### src/rtl/core/i2cm_pkg.sv
// Shared types and constants for the I2C master byte engine.
// Used by the front end, the sequencer, the top level and the checker.
`default_nettype none

package i2cm_pkg;

    localparam int TIMER_WIDTH_DEFAULT = 16;
    localparam int HALF_PERIOD_W       = 16;
    localparam int ACK_TIMEOUT_W       = 8;
    localparam int ACK_HALF            = 10;
    localparam int QUEUE_DEPTH         = 2;

    localparam logic [HALF_PERIOD_W-1:0] HALF_PERIOD_RESET = 16'd5;
    localparam logic [ACK_TIMEOUT_W-1:0] ACK_TIMEOUT_RESET = 8'd250;

    localparam int S_TDATA_W  = 16;
    localparam int S_TUSER_W  = 3;
    localparam int M_TDATA_W  = 16;
    localparam int CFG_IDX_W  = 2;
    localparam int CFG_DATA_W = 16;

    // output beat bit positions
    localparam int OB_SCL     = 0;
    localparam int OB_SDA     = 1;
    localparam int OB_BUSY    = 2;
    localparam int OB_DONE    = 3;
    localparam int OB_RX_LO   = 4;
    localparam int OB_NACK    = 12;
    localparam int OB_TIMEOUT = 13;

    typedef enum logic [CFG_IDX_W-1:0] {
        CFG_HALF_PERIOD = 2'd0,
        CFG_ACK_TIMEOUT = 2'd1
    } cfg_reg_t;

    typedef enum logic [1:0] {
        FUNC_START = 2'd0,
        FUNC_STOP  = 2'd1,
        FUNC_WRITE = 2'd2,
        FUNC_READ  = 2'd3
    } func_t;

    typedef enum logic [2:0] {
        CMD_NONE,
        CMD_START,
        CMD_STOP,
        CMD_WRITE,
        CMD_READ
    } cmd_kind_t;

    typedef struct packed {
        cmd_kind_t  kind;
        logic [7:0] tx_byte;
        logic       send_nack;
        logic       sda_in;
    } tick_t;

    typedef struct packed {
        logic  valid;
        tick_t item;
    } q_head_t;

    typedef enum logic [4:0] {
        S_IDLE,
        S_ST_A,
        S_ST_B,
        S_SP_A,
        S_SP_B,
        S_SP_C,
        S_WR_LO,
        S_WR_HI,
        S_WA_LO,
        S_WA_HI,
        S_WA_POLL,
        S_WA_END,
        S_RD_PRE,
        S_RD_LO,
        S_RD_HI,
        S_RD_POST,
        S_AK_LO,
        S_AK_HI
    } seq_state_t;

endpackage

`default_nettype wire

### src/rtl/core/i2c_master_byte_engine.sv
// I2C master byte engine top level: decoding queue in front of the sequencer.
// Depends on i2cm_pkg, i2cm_front and i2cm_seq.
// Path: a tick beat is written into the input queue, and its result beat is then registered in the output register.
// Throughput: one tick beat per cycle while m_tready holds; the input queue and output register keep both sides apart.
// Reset (rst_n low, asynchronous): sequencer idle, both lines released, flags and rx byte zero,
// half_period 5 and ack_timeout 250; the queue and the output register are emptied.
`default_nettype none

module i2c_master_byte_engine #(
    parameter int TIMER_WIDTH = i2cm_pkg::TIMER_WIDTH_DEFAULT
) (
    input  wire                               clk,
    input  wire                               rst_n,
    input  wire                               s_tvalid,
    output logic                              s_tready,
    // [7:0] tx_byte, [8] send_nack, [9] sda_in, [15:10] zero
    input  wire  [i2cm_pkg::S_TDATA_W-1:0]    s_tdata,
    // [0] cmd_valid, [2:1] func
    input  wire  [i2cm_pkg::S_TUSER_W-1:0]    s_tuser,
    output logic                              m_tvalid,
    input  wire                               m_tready,
    // [0] scl_out, [1] sda_out, [2] busy_res, [3] done_res, [11:4] rx_byte,
    // [12] nack_seen, [13] timed_out, [15:14] zero
    output logic [i2cm_pkg::M_TDATA_W-1:0]    m_tdata,
    input  wire                               cfg_valid,
    output logic                              cfg_ready,
    input  wire  [i2cm_pkg::CFG_IDX_W-1:0]    cfg_index,
    input  wire  [i2cm_pkg::CFG_DATA_W-1:0]   cfg_data
);
    import i2cm_pkg::*;

    q_head_t q_head;
    logic    q_pop;

    assign cfg_ready = 1'b1;

    i2cm_front u_front (
        .clk      (clk),
        .rst_n    (rst_n),
        .s_tvalid (s_tvalid),
        .s_tready (s_tready),
        .s_tdata  (s_tdata),
        .s_tuser  (s_tuser),
        .q_head   (q_head),
        .q_pop    (q_pop)
    );

    i2cm_seq #(
        .TIMER_WIDTH (TIMER_WIDTH)
    ) u_seq (
        .clk       (clk),
        .rst_n     (rst_n),
        .q_head    (q_head),
        .q_pop     (q_pop),
        .cfg_valid (cfg_valid && cfg_ready),
        .cfg_index (cfg_index),
        .cfg_data  (cfg_data),
        .m_tvalid  (m_tvalid),
        .m_tready  (m_tready),
        .m_tdata   (m_tdata)
    );

endmodule

`default_nettype wire

### src/rtl/core/i2cm_front.sv
// Front end: accepts tick beats, decodes the command kind, and queues them.
// Depends on i2cm_pkg.
`default_nettype none

module i2cm_front (
    input  wire                              clk,
    input  wire                              rst_n,
    input  wire                              s_tvalid,
    output logic                             s_tready,
    input  wire  [i2cm_pkg::S_TDATA_W-1:0]   s_tdata,
    input  wire  [i2cm_pkg::S_TUSER_W-1:0]   s_tuser,
    output i2cm_pkg::q_head_t                q_head,
    input  wire                              q_pop
);
    import i2cm_pkg::*;

    localparam int PTR_W = (QUEUE_DEPTH > 1) ? $clog2(QUEUE_DEPTH) : 1;
    localparam int CNT_W = $clog2(QUEUE_DEPTH + 1);
    localparam logic [PTR_W-1:0] PTR_LAST = PTR_W'(QUEUE_DEPTH - 1);
    localparam logic [CNT_W-1:0] CNT_FULL = CNT_W'(QUEUE_DEPTH);

    tick_t            tick_in;
    tick_t            q_mem [QUEUE_DEPTH];
    logic [PTR_W-1:0] wr_ptr_reg, wr_ptr_next;
    logic [PTR_W-1:0] rd_ptr_reg, rd_ptr_next;
    logic [CNT_W-1:0] count_reg, count_next;
    logic             push, pop;

    always_comb
    begin
        tick_in.tx_byte   = s_tdata[7:0];
        tick_in.send_nack = s_tdata[8];
        tick_in.sda_in    = s_tdata[9];
        if (!s_tuser[0])
        begin
            tick_in.kind = CMD_NONE;
        end
        else
        begin
            unique case (func_t'(s_tuser[2:1]))
                FUNC_START: tick_in.kind = CMD_START;
                FUNC_STOP:  tick_in.kind = CMD_STOP;
                FUNC_WRITE: tick_in.kind = CMD_WRITE;
                FUNC_READ:  tick_in.kind = CMD_READ;
                default:    tick_in.kind = CMD_NONE;
            endcase
        end
    end

    assign s_tready = (count_reg != CNT_FULL);
    assign push     = s_tvalid && s_tready;
    assign pop      = q_pop && (count_reg != '0);

    assign q_head.valid = (count_reg != '0);
    assign q_head.item  = q_mem[rd_ptr_reg];

    always_comb
    begin
        wr_ptr_next = wr_ptr_reg;
        rd_ptr_next = rd_ptr_reg;
        count_next  = count_reg;
        if (push)
        begin
            wr_ptr_next = (wr_ptr_reg == PTR_LAST) ? '0 : wr_ptr_reg + PTR_W'(1);
        end
        if (pop)
        begin
            rd_ptr_next = (rd_ptr_reg == PTR_LAST) ? '0 : rd_ptr_reg + PTR_W'(1);
        end
        if (push && !pop)
        begin
            count_next = count_reg + CNT_W'(1);
        end
        else if (pop && !push)
        begin
            count_next = count_reg - CNT_W'(1);
        end
    end

    always_ff @(posedge clk)
    begin
        if (push)
        begin
            q_mem[wr_ptr_reg] <= tick_in;
        end
    end

    always_ff @(posedge clk or negedge rst_n)
    begin
        if (!rst_n)
        begin
            wr_ptr_reg <= '0;
            rd_ptr_reg <= '0;
            count_reg  <= '0;
        end
        else
        begin
            wr_ptr_reg <= wr_ptr_next;
            rd_ptr_reg <= rd_ptr_next;
            count_reg  <= count_next;
        end
    end

endmodule

`default_nettype wire

### src/rtl/core/i2cm_seq.sv
// Back end: bus phase sequencer, config registers and registered output beat.
// Depends on i2cm_pkg; fed by i2cm_front.
`default_nettype none

module i2cm_seq #(
    parameter int TIMER_WIDTH = i2cm_pkg::TIMER_WIDTH_DEFAULT
) (
    input  wire                               clk,
    input  wire                               rst_n,
    input  i2cm_pkg::q_head_t                 q_head,
    output logic                              q_pop,
    input  wire                               cfg_valid,
    input  wire  [i2cm_pkg::CFG_IDX_W-1:0]    cfg_index,
    input  wire  [i2cm_pkg::CFG_DATA_W-1:0]   cfg_data,
    output logic                              m_tvalid,
    input  wire                               m_tready,
    output logic [i2cm_pkg::M_TDATA_W-1:0]    m_tdata
);
    import i2cm_pkg::*;

    localparam logic [TIMER_WIDTH-1:0] TIMER_MAX = '1;
    localparam logic [TIMER_WIDTH-1:0] T_ONE     = TIMER_WIDTH'(1);
    localparam logic [TIMER_WIDTH-1:0] T_ACK     = TIMER_WIDTH'(ACK_HALF);

    logic [HALF_PERIOD_W-1:0] half_period_reg;
    logic [ACK_TIMEOUT_W-1:0] ack_timeout_reg;
    logic [TIMER_WIDTH-1:0]   hp;

    seq_state_t             state_reg, state_next;
    logic [TIMER_WIDTH-1:0] timer_reg, timer_next;
    logic [3:0]             bit_cnt_reg, bit_cnt_next;
    logic [7:0]             shift_reg, shift_next;
    logic [7:0]             poll_cnt_reg, poll_cnt_next;
    logic                   scl_reg, scl_next;
    logic                   sda_reg, sda_next;
    logic                   ack_level_reg, ack_level_next;
    logic [7:0]             rx_held_reg, rx_held_next;
    logic                   nack_reg, nack_next;
    logic                   timeout_reg, timeout_next;
    logic                   done;
    logic                   poll_en;
    logic [7:0]             poll_base;
    logic                   step_en;
    logic                   m_tvalid_reg;
    logic [M_TDATA_W-1:0]   m_tdata_reg;
    tick_t                  tk;

    generate
        if (TIMER_WIDTH >= HALF_PERIOD_W)
        begin : g_hp_wide
            assign hp = TIMER_WIDTH'(half_period_reg);
        end
        else
        begin : g_hp_sat
            assign hp = (half_period_reg > HALF_PERIOD_W'(TIMER_MAX))
                      ? TIMER_MAX : half_period_reg[TIMER_WIDTH-1:0];
        end
    endgenerate

    assign tk      = q_head.item;
    assign step_en = q_head.valid && (!m_tvalid_reg || m_tready);
    assign q_pop   = step_en;

    always_comb
    begin
        state_next     = state_reg;
        timer_next     = timer_reg;
        bit_cnt_next   = bit_cnt_reg;
        shift_next     = shift_reg;
        poll_cnt_next  = poll_cnt_reg;
        scl_next       = scl_reg;
        sda_next       = sda_reg;
        ack_level_next = ack_level_reg;
        rx_held_next   = rx_held_reg;
        nack_next      = nack_reg;
        timeout_next   = timeout_reg;
        done           = 1'b0;
        poll_en        = 1'b0;
        poll_base      = poll_cnt_reg;

        if (state_reg == S_IDLE)
        begin
            unique case (tk.kind)
                CMD_START:
                begin
                    state_next = S_ST_A; scl_next = 1'b1; sda_next = 1'b1; timer_next = hp;
                end
                CMD_STOP:
                begin
                    state_next = S_SP_A; scl_next = 1'b0; sda_next = 1'b0; timer_next = hp;
                end
                CMD_WRITE:
                begin
                    shift_next   = tk.tx_byte;
                    bit_cnt_next = '0;
                    nack_next    = 1'b0;
                    timeout_next = 1'b0;
                    state_next   = S_WR_LO;
                    scl_next     = 1'b0;
                    sda_next     = tk.tx_byte[7];
                    timer_next   = hp;
                end
                CMD_READ:
                begin
                    shift_next     = '0;
                    bit_cnt_next   = '0;
                    ack_level_next = tk.send_nack;
                    state_next     = S_RD_PRE;
                    scl_next       = 1'b0;
                    sda_next       = 1'b1;
                    timer_next     = hp;
                end
                default: ;
            endcase
        end
        else if (state_reg == S_WA_POLL)
        begin
            poll_en = 1'b1;
        end
        else if (timer_reg > T_ONE)
        begin
            timer_next = timer_reg - T_ONE;
        end
        else
        begin
            unique case (state_reg)
                S_ST_A:
                begin
                    state_next = S_ST_B; scl_next = 1'b1; sda_next = 1'b0; timer_next = hp;
                end
                S_ST_B:
                begin
                    state_next = S_IDLE; scl_next = 1'b0; sda_next = 1'b0;
                    timer_next = '0; done = 1'b1;
                end
                S_SP_A:
                begin
                    state_next = S_SP_B; scl_next = 1'b1; sda_next = 1'b0; timer_next = hp;
                end
                S_SP_B:
                begin
                    state_next = S_SP_C; scl_next = 1'b1; sda_next = 1'b1; timer_next = hp;
                end
                S_SP_C:
                begin
                    state_next = S_IDLE; scl_next = 1'b1; sda_next = 1'b1;
                    timer_next = '0; done = 1'b1;
                end
                S_WR_LO:
                begin
                    state_next = S_WR_HI; scl_next = 1'b1; timer_next = hp;
                end
                S_WR_HI:
                begin
                    shift_next   = {shift_reg[6:0], 1'b0};
                    bit_cnt_next = bit_cnt_reg + 4'd1;
                    scl_next     = 1'b0;
                    timer_next   = hp;
                    if (bit_cnt_next >= 4'd8)
                    begin
                        state_next = S_WA_LO; sda_next = 1'b1;
                    end
                    else
                    begin
                        state_next = S_WR_LO; sda_next = shift_reg[6];
                    end
                end
                S_WA_LO:
                begin
                    state_next = S_WA_HI; scl_next = 1'b1; sda_next = 1'b1; timer_next = hp;
                end
                S_WA_HI:
                begin
                    state_next    = S_WA_POLL;
                    poll_cnt_next = '0;
                    poll_base     = '0;
                    poll_en       = 1'b1;
                end
                S_WA_END:
                begin
                    state_next = S_IDLE; scl_next = 1'b0; sda_next = 1'b1;
                    timer_next = '0; done = 1'b1;
                end
                S_RD_PRE:
                begin
                    state_next = S_RD_LO; scl_next = 1'b0; sda_next = 1'b1; timer_next = hp;
                end
                S_RD_LO:
                begin
                    state_next = S_RD_HI; scl_next = 1'b1; sda_next = 1'b1; timer_next = hp;
                end
                S_RD_HI:
                begin
                    shift_next   = {shift_reg[6:0], tk.sda_in};
                    bit_cnt_next = bit_cnt_reg + 4'd1;
                    scl_next     = 1'b0;
                    sda_next     = 1'b1;
                    timer_next   = hp;
                    state_next   = (bit_cnt_next >= 4'd8) ? S_RD_POST : S_RD_LO;
                end
                S_RD_POST:
                begin
                    state_next = S_AK_LO; scl_next = 1'b0; sda_next = ack_level_reg;
                    timer_next = T_ACK;
                end
                S_AK_LO:
                begin
                    state_next = S_AK_HI; scl_next = 1'b1; sda_next = ack_level_reg;
                    timer_next = T_ACK;
                end
                S_AK_HI:
                begin
                    rx_held_next = shift_reg;
                    state_next   = S_IDLE; scl_next = 1'b0; sda_next = 1'b1;
                    timer_next   = '0; done = 1'b1;
                end
                default:
                begin
                    state_next = S_IDLE; scl_next = 1'b1; sda_next = 1'b1;
                    timer_next = '0; done = 1'b1;
                end
            endcase
        end

        // ACK poll, one per tick
        if (poll_en)
        begin
            if (!tk.sda_in)
            begin
                state_next = S_WA_END; scl_next = 1'b0; sda_next = 1'b1; timer_next = hp;
            end
            else if (poll_base >= ack_timeout_reg)
            begin
                nack_next    = 1'b1;
                timeout_next = 1'b1;
                state_next   = S_SP_A; scl_next = 1'b0; sda_next = 1'b0; timer_next = hp;
            end
            else
            begin
                poll_cnt_next = poll_base + 8'd1;
            end
        end
    end

    always_ff @(posedge clk or negedge rst_n)
    begin
        if (!rst_n)
        begin
            half_period_reg <= HALF_PERIOD_RESET;
            ack_timeout_reg <= ACK_TIMEOUT_RESET;
        end
        else if (cfg_valid)
        begin
            if (cfg_index == CFG_HALF_PERIOD)
            begin
                half_period_reg <= cfg_data[HALF_PERIOD_W-1:0];
            end
            else if (cfg_index == CFG_ACK_TIMEOUT)
            begin
                ack_timeout_reg <= cfg_data[ACK_TIMEOUT_W-1:0];
            end
        end
    end

    always_ff @(posedge clk or negedge rst_n)
    begin
        if (!rst_n)
        begin
            state_reg     <= S_IDLE;
            timer_reg     <= '0;
            bit_cnt_reg   <= '0;
            shift_reg     <= '0;
            poll_cnt_reg  <= '0;
            scl_reg       <= 1'b1;
            sda_reg       <= 1'b1;
            ack_level_reg <= 1'b0;
            rx_held_reg   <= '0;
            nack_reg      <= 1'b0;
            timeout_reg   <= 1'b0;
        end
        else if (step_en)
        begin
            state_reg     <= state_next;
            timer_reg     <= timer_next;
            bit_cnt_reg   <= bit_cnt_next;
            shift_reg     <= shift_next;
            poll_cnt_reg  <= poll_cnt_next;
            scl_reg       <= scl_next;
            sda_reg       <= sda_next;
            ack_level_reg <= ack_level_next;
            rx_held_reg   <= rx_held_next;
            nack_reg      <= nack_next;
            timeout_reg   <= timeout_next;
        end
    end

    always_ff @(posedge clk or negedge rst_n)
    begin
        if (!rst_n)
        begin
            m_tvalid_reg <= 1'b0;
        end
        else if (step_en)
        begin
            m_tvalid_reg <= 1'b1;
        end
        else if (m_tready)
        begin
            m_tvalid_reg <= 1'b0;
        end
    end

    always_ff @(posedge clk)
    begin
        if (step_en)
        begin
            m_tdata_reg <= {2'b00, timeout_next, nack_next, rx_held_next, done,
                            (state_next != S_IDLE), sda_next, scl_next};
        end
    end

    assign m_tvalid = m_tvalid_reg;
    assign m_tdata  = m_tdata_reg;

endmodule

`default_nettype wire

### config.mk
export PLATFORM = sky130hd
export DESIGN_NAME = i2c_master_byte_engine
export DESIGN_NICKNAME = d
export VERILOG_FILES = /design/src/rtl/core/i2cm_pkg.sv /design/src/rtl/core/i2c_master_byte_engine.sv /design/src/rtl/core/i2cm_front.sv /design/src/rtl/core/i2cm_seq.sv
export SDC_FILE = /design/constraint.sdc
export NUM_CORES = 1
export LEC_CHECK = 0
export ABC_AREA = 1
export BUFFER_PORTS_ARGS = -buffer_cell sky130_fd_sc_hd__buf_2
export CAP_MARGIN = 20
export CORE_MARGIN = 10
export CORE_UTILIZATION = 45
export CTS_CLUSTER_SIZE = 28
export DETAILED_ROUTE_END_ITERATION = 8
export GPL_ROUTABILITY_DRIVEN = 0
export GPL_TIMING_DRIVEN = 0
export HOLD_SLACK_MARGIN = 0.05
export PLACE_DENSITY = 0.7
export SETUP_SLACK_MARGIN = 0.02
export SLEW_MARGIN = 15
export SYNTH_ARGS = -nofsm -noshare
export SYNTH_HDL_FRONTEND = slang
export SYNTH_SLANG_ARGS = --single-unit
### constraint.sdc
create_clock -name clk -period 6.9 [get_ports clk]
set_clock_uncertainty 0.05 [all_clocks]
set_input_delay 0.69 -clock clk [delete_from_list [all_inputs] [get_ports clk]]
set_output_delay 0.69 -clock clk [all_outputs]
set_load 0.03 [all_outputs]
==> metrics.md <==
| Metric | Value |
|---|---|
| Synth Instances | 986 |
| Worst Tran Pin Value | 0.643 ns |
| Synth warn | 0 |
| Count of input and output buffers | 51 |
| Starting density of the core | 0.458 |
| Routed wire length | 19900 um |
| Unrepaired setup endpoints after global routing | false |
| Worst path bufs/invs | 4 |
| Cells on worst reg2reg path | 18 |
| Final hold slack | 0.170 ns |
| Setup CP Type | reg -> reg |
| HPWL after detailed placement | 14300 um |
| Biggest cell delay along the critical path | 0.61 ns |
| Initial antenna violation count | 0 |
| Worst Path Required | 7.17 ns |
| Post-Place Cells | 1259 |
| Clock slew at reported path FFs | 0.06 ns |
| Total Routing Usage GR | 0.179 |
| P_leak | 4.35 nW |
| First-pass GRT wire length | 32100 um |
| CP dominant cell by count | nand2_1 |
| Cell Chain, Critical Path | inv_1 -> ha_1 -> o211ai_2 -> nor2_8 -> nand2_4 -> buf_6 -> nand2_1 -> inv_1 -> ha_1 -> a21oi_1 -> o21ai_0 -> nand2_1 -> nand3_1 -> o21ai_2 -> buf_2 -> nand3_1 -> nand2_1 -> nand2_1 |
| Reg2reg start | u_seq.timer_reg[0]$_DFFE_PN0P_ |
| Reg2Reg Setup Slack | 2.95 ns |
| Max reg flops | 26 |
| Worst-Skew Late Latency | 0.43 ns |
| Arr. time, crit path | 4.22 ns |
| Initial DRC count | 685 |
| # DRC | 0 |
| CP Max Fanout | 10 |
| Clock sinks | 123 |
| Relative slew slack | 0.571 |
| Root buffer cell | clkbuf_16 |
| Site Rows | 47 |
| Fillers | 1572 |
| Final worst-path cycle share | 0.573 |
| Routed vias | 6716 |
| Post-route ant nets | 0 |
| CTS Buffer Depth | 2 |
| Synth area leader | dfrtp_1 |
| Share of Yosys cell area claimed by the top area cell type | 0.241 |
| P&R area growth vs syn | 15.3% |
| Hold WC Path Type | in -> async |
| IR drop worst, VDD | 0.244 mV |
| Netlist cell types | 45 |
| Sequential share of the synthesized area | 0.433 |
| Via-to-Cell Ratio | 5.19 |
| Mapped Area | 7590 sq um |
| Final setup viols | 0 |
| Slowest cell on the critical path | o21ai_2 |
| Quantity of gates resized following cts | 0 |
| Commonest non-fill, non-tap cells in the layout | 296 x nand2_1, 114 x inv_1, 73 x dfrtp_1 |
| Share of layout cells above drive strength 1 | 0.178 |
| Worst Setup End Kind | flop |
| H-tree levels | 4 |
| Post-Route Setup TNS | 0 ns |
| Chip height | 150 um |
| Pins Over Slew Limit | 0 |
| Vias in the first global route | 6244 |
| Overall power | 0.00403 W |
| Most common cell after layout, fill and taps aside | nand2_1 |
| Final min period | 3.95 ns |
| # nets final | 1118 |
| Syn Area/Cell | 7.70 sq um |
| # Max-Cap Violations | 0 |
| Core region area | 16600 sq um |
| Ant. Diodes | 0 |
| Setup Fix Bufs, Post-CTS | 0 |
| Final hold vios | 0 |
| Post-CTS Hold Buffers | 0 |
| Initial DRT Pass Iterations | 5 |
| Delay-heaviest family, CP | compound AO/OA/AOI/OAI gates |
| Drt wl/cell | 15.4 um |
| CTS buffer count | 17 |
| PwrDens | 460 nW/um^2 |
| Non-Filler Instances | 1293 |
| Total grt overflow | 0 |
| FF+latch count, synth | 123 |
| CTS tree | built |
| Status | finished clean |
| Die ar. | 22500 sq um |
| RR Endpoint | u_seq.timer_reg[10]$_DFFE_PN0P_ |
| Achievable clock frequency | 0.253 GHz |
| Die width | 150 um |
| Io pins | 61 |
| Largest net degree at the start of global routing | 49 |
| Top cells by area, synth | dfrtp_1 24%, edfxtp_1 16%, nand2_1 15%, inv_1 5.6%, nand3_1 4.5% |
| Worst Setup Start Kind | flop |
-- cells in the mapped netlist (all sizes together) --
cell type  number
o22ai           5
conb            2
o2111ai         1
inv           124
a22oi           8
nand3          70
nor3b           1
dfrtp          73
nor4            1
o211ai          4
xnor2           3
o21ai         109
clkbuf         14
nand4          14
a31oi           3
o21a            2
ha             16
edfxtp         40
dfstp          10
a21oi          54
buf            25
nor3            2
or2             3
nand3b          3
nor2           76
xor2           12
nand2         311
-- layout make-up --
class,count,area [sq um],area share
Timing Repair Buffer,54,300,0.0343
Clock buffer,19,443,0.0506
Tap cell,220,275,0.0314
Multi-Input combinational cell,701,3610,0.412
Clock inverter,13,141,0.0161
Sequential cell,123,3290,0.376
Inverter,124,468,0.0534
Buffer,39,235,0.0269
-- per-layer routing --
metal  vias up  wire length (um)  track usage  share of wire
met5         -                 0            0              0
met3        35              1380       0.0353          0.070
li1       3353                 -            -              -
met1      3090              8930        0.241           0.45
met2       238              9100        0.275           0.46
met4         0               438       0.0773          0.022
-- cells by family (layout without fill, tap and decap cells) --
family,after synthesis,after routing,share of synthesized area
AO/OA/AOI/OAI,186,186,0.143
flip-flops,123,123,0.433
buffers and inverters,163,249,0.0924
adder cells (fa/ha/maj),16,16,0.0264
XOR/XNOR,15,15,0.0173
other,2,3,0.000989
AND/OR/NAND/NOR,481,481,0.287
-- worst max-delay path by stage --
stage | start | endpoint | slack, ns | cells past startpoint
2_1_floorplan | u_seq.timer_reg[0]$_DFFE_PN0P_ | u_seq.timer_reg[10]$_DFFE_PN0P_ | 3.80 | 18
3_3_place_gp | u_seq.timer_reg[0]$_DFFE_PN0P_ | u_seq.timer_reg[10]$_DFFE_PN0P_ | 3.05 | 18
3_5_place_dp | u_seq.timer_reg[0]$_DFFE_PN0P_ | u_seq.timer_reg[10]$_DFFE_PN0P_ | 3.01 | 18
4_1_cts | u_seq.timer_reg[0]$_DFFE_PN0P_ | u_seq.timer_reg[10]$_DFFE_PN0P_ | 2.97 | 18
5_1_grt | u_seq.timer_reg[0]$_DFFE_PN0P_ | u_seq.timer_reg[9]$_DFFE_PN0P_ | 2.67 | 18
6_report | u_seq.timer_reg[0]$_DFFE_PN0P_ | u_seq.timer_reg[10]$_DFFE_PN0P_ | 2.95 | 18
-- power by group --
group          total [W]  switching, W  internal (W)
registers        0.00118      0.000171       0.00101
logic            0.00196       0.00135      0.000614
clock network   0.000891      0.000349      0.000543
total            0.00403       0.00186       0.00217
-- metrics by stage --
step	instance area, sq um	setup WS [ns]	utilization
4_1_cts	8740	2.97	0.527
5_1_grt	8760	2.67	0.528
6_report	8760	2.95	0.528
3_5_place_dp	8160	3.01	0.492
3_3_place_gp	8130	3.05	0.490
2_1_floorplan	7600	3.80	-
Note: power is estimated with default switching activity, not from simulation.
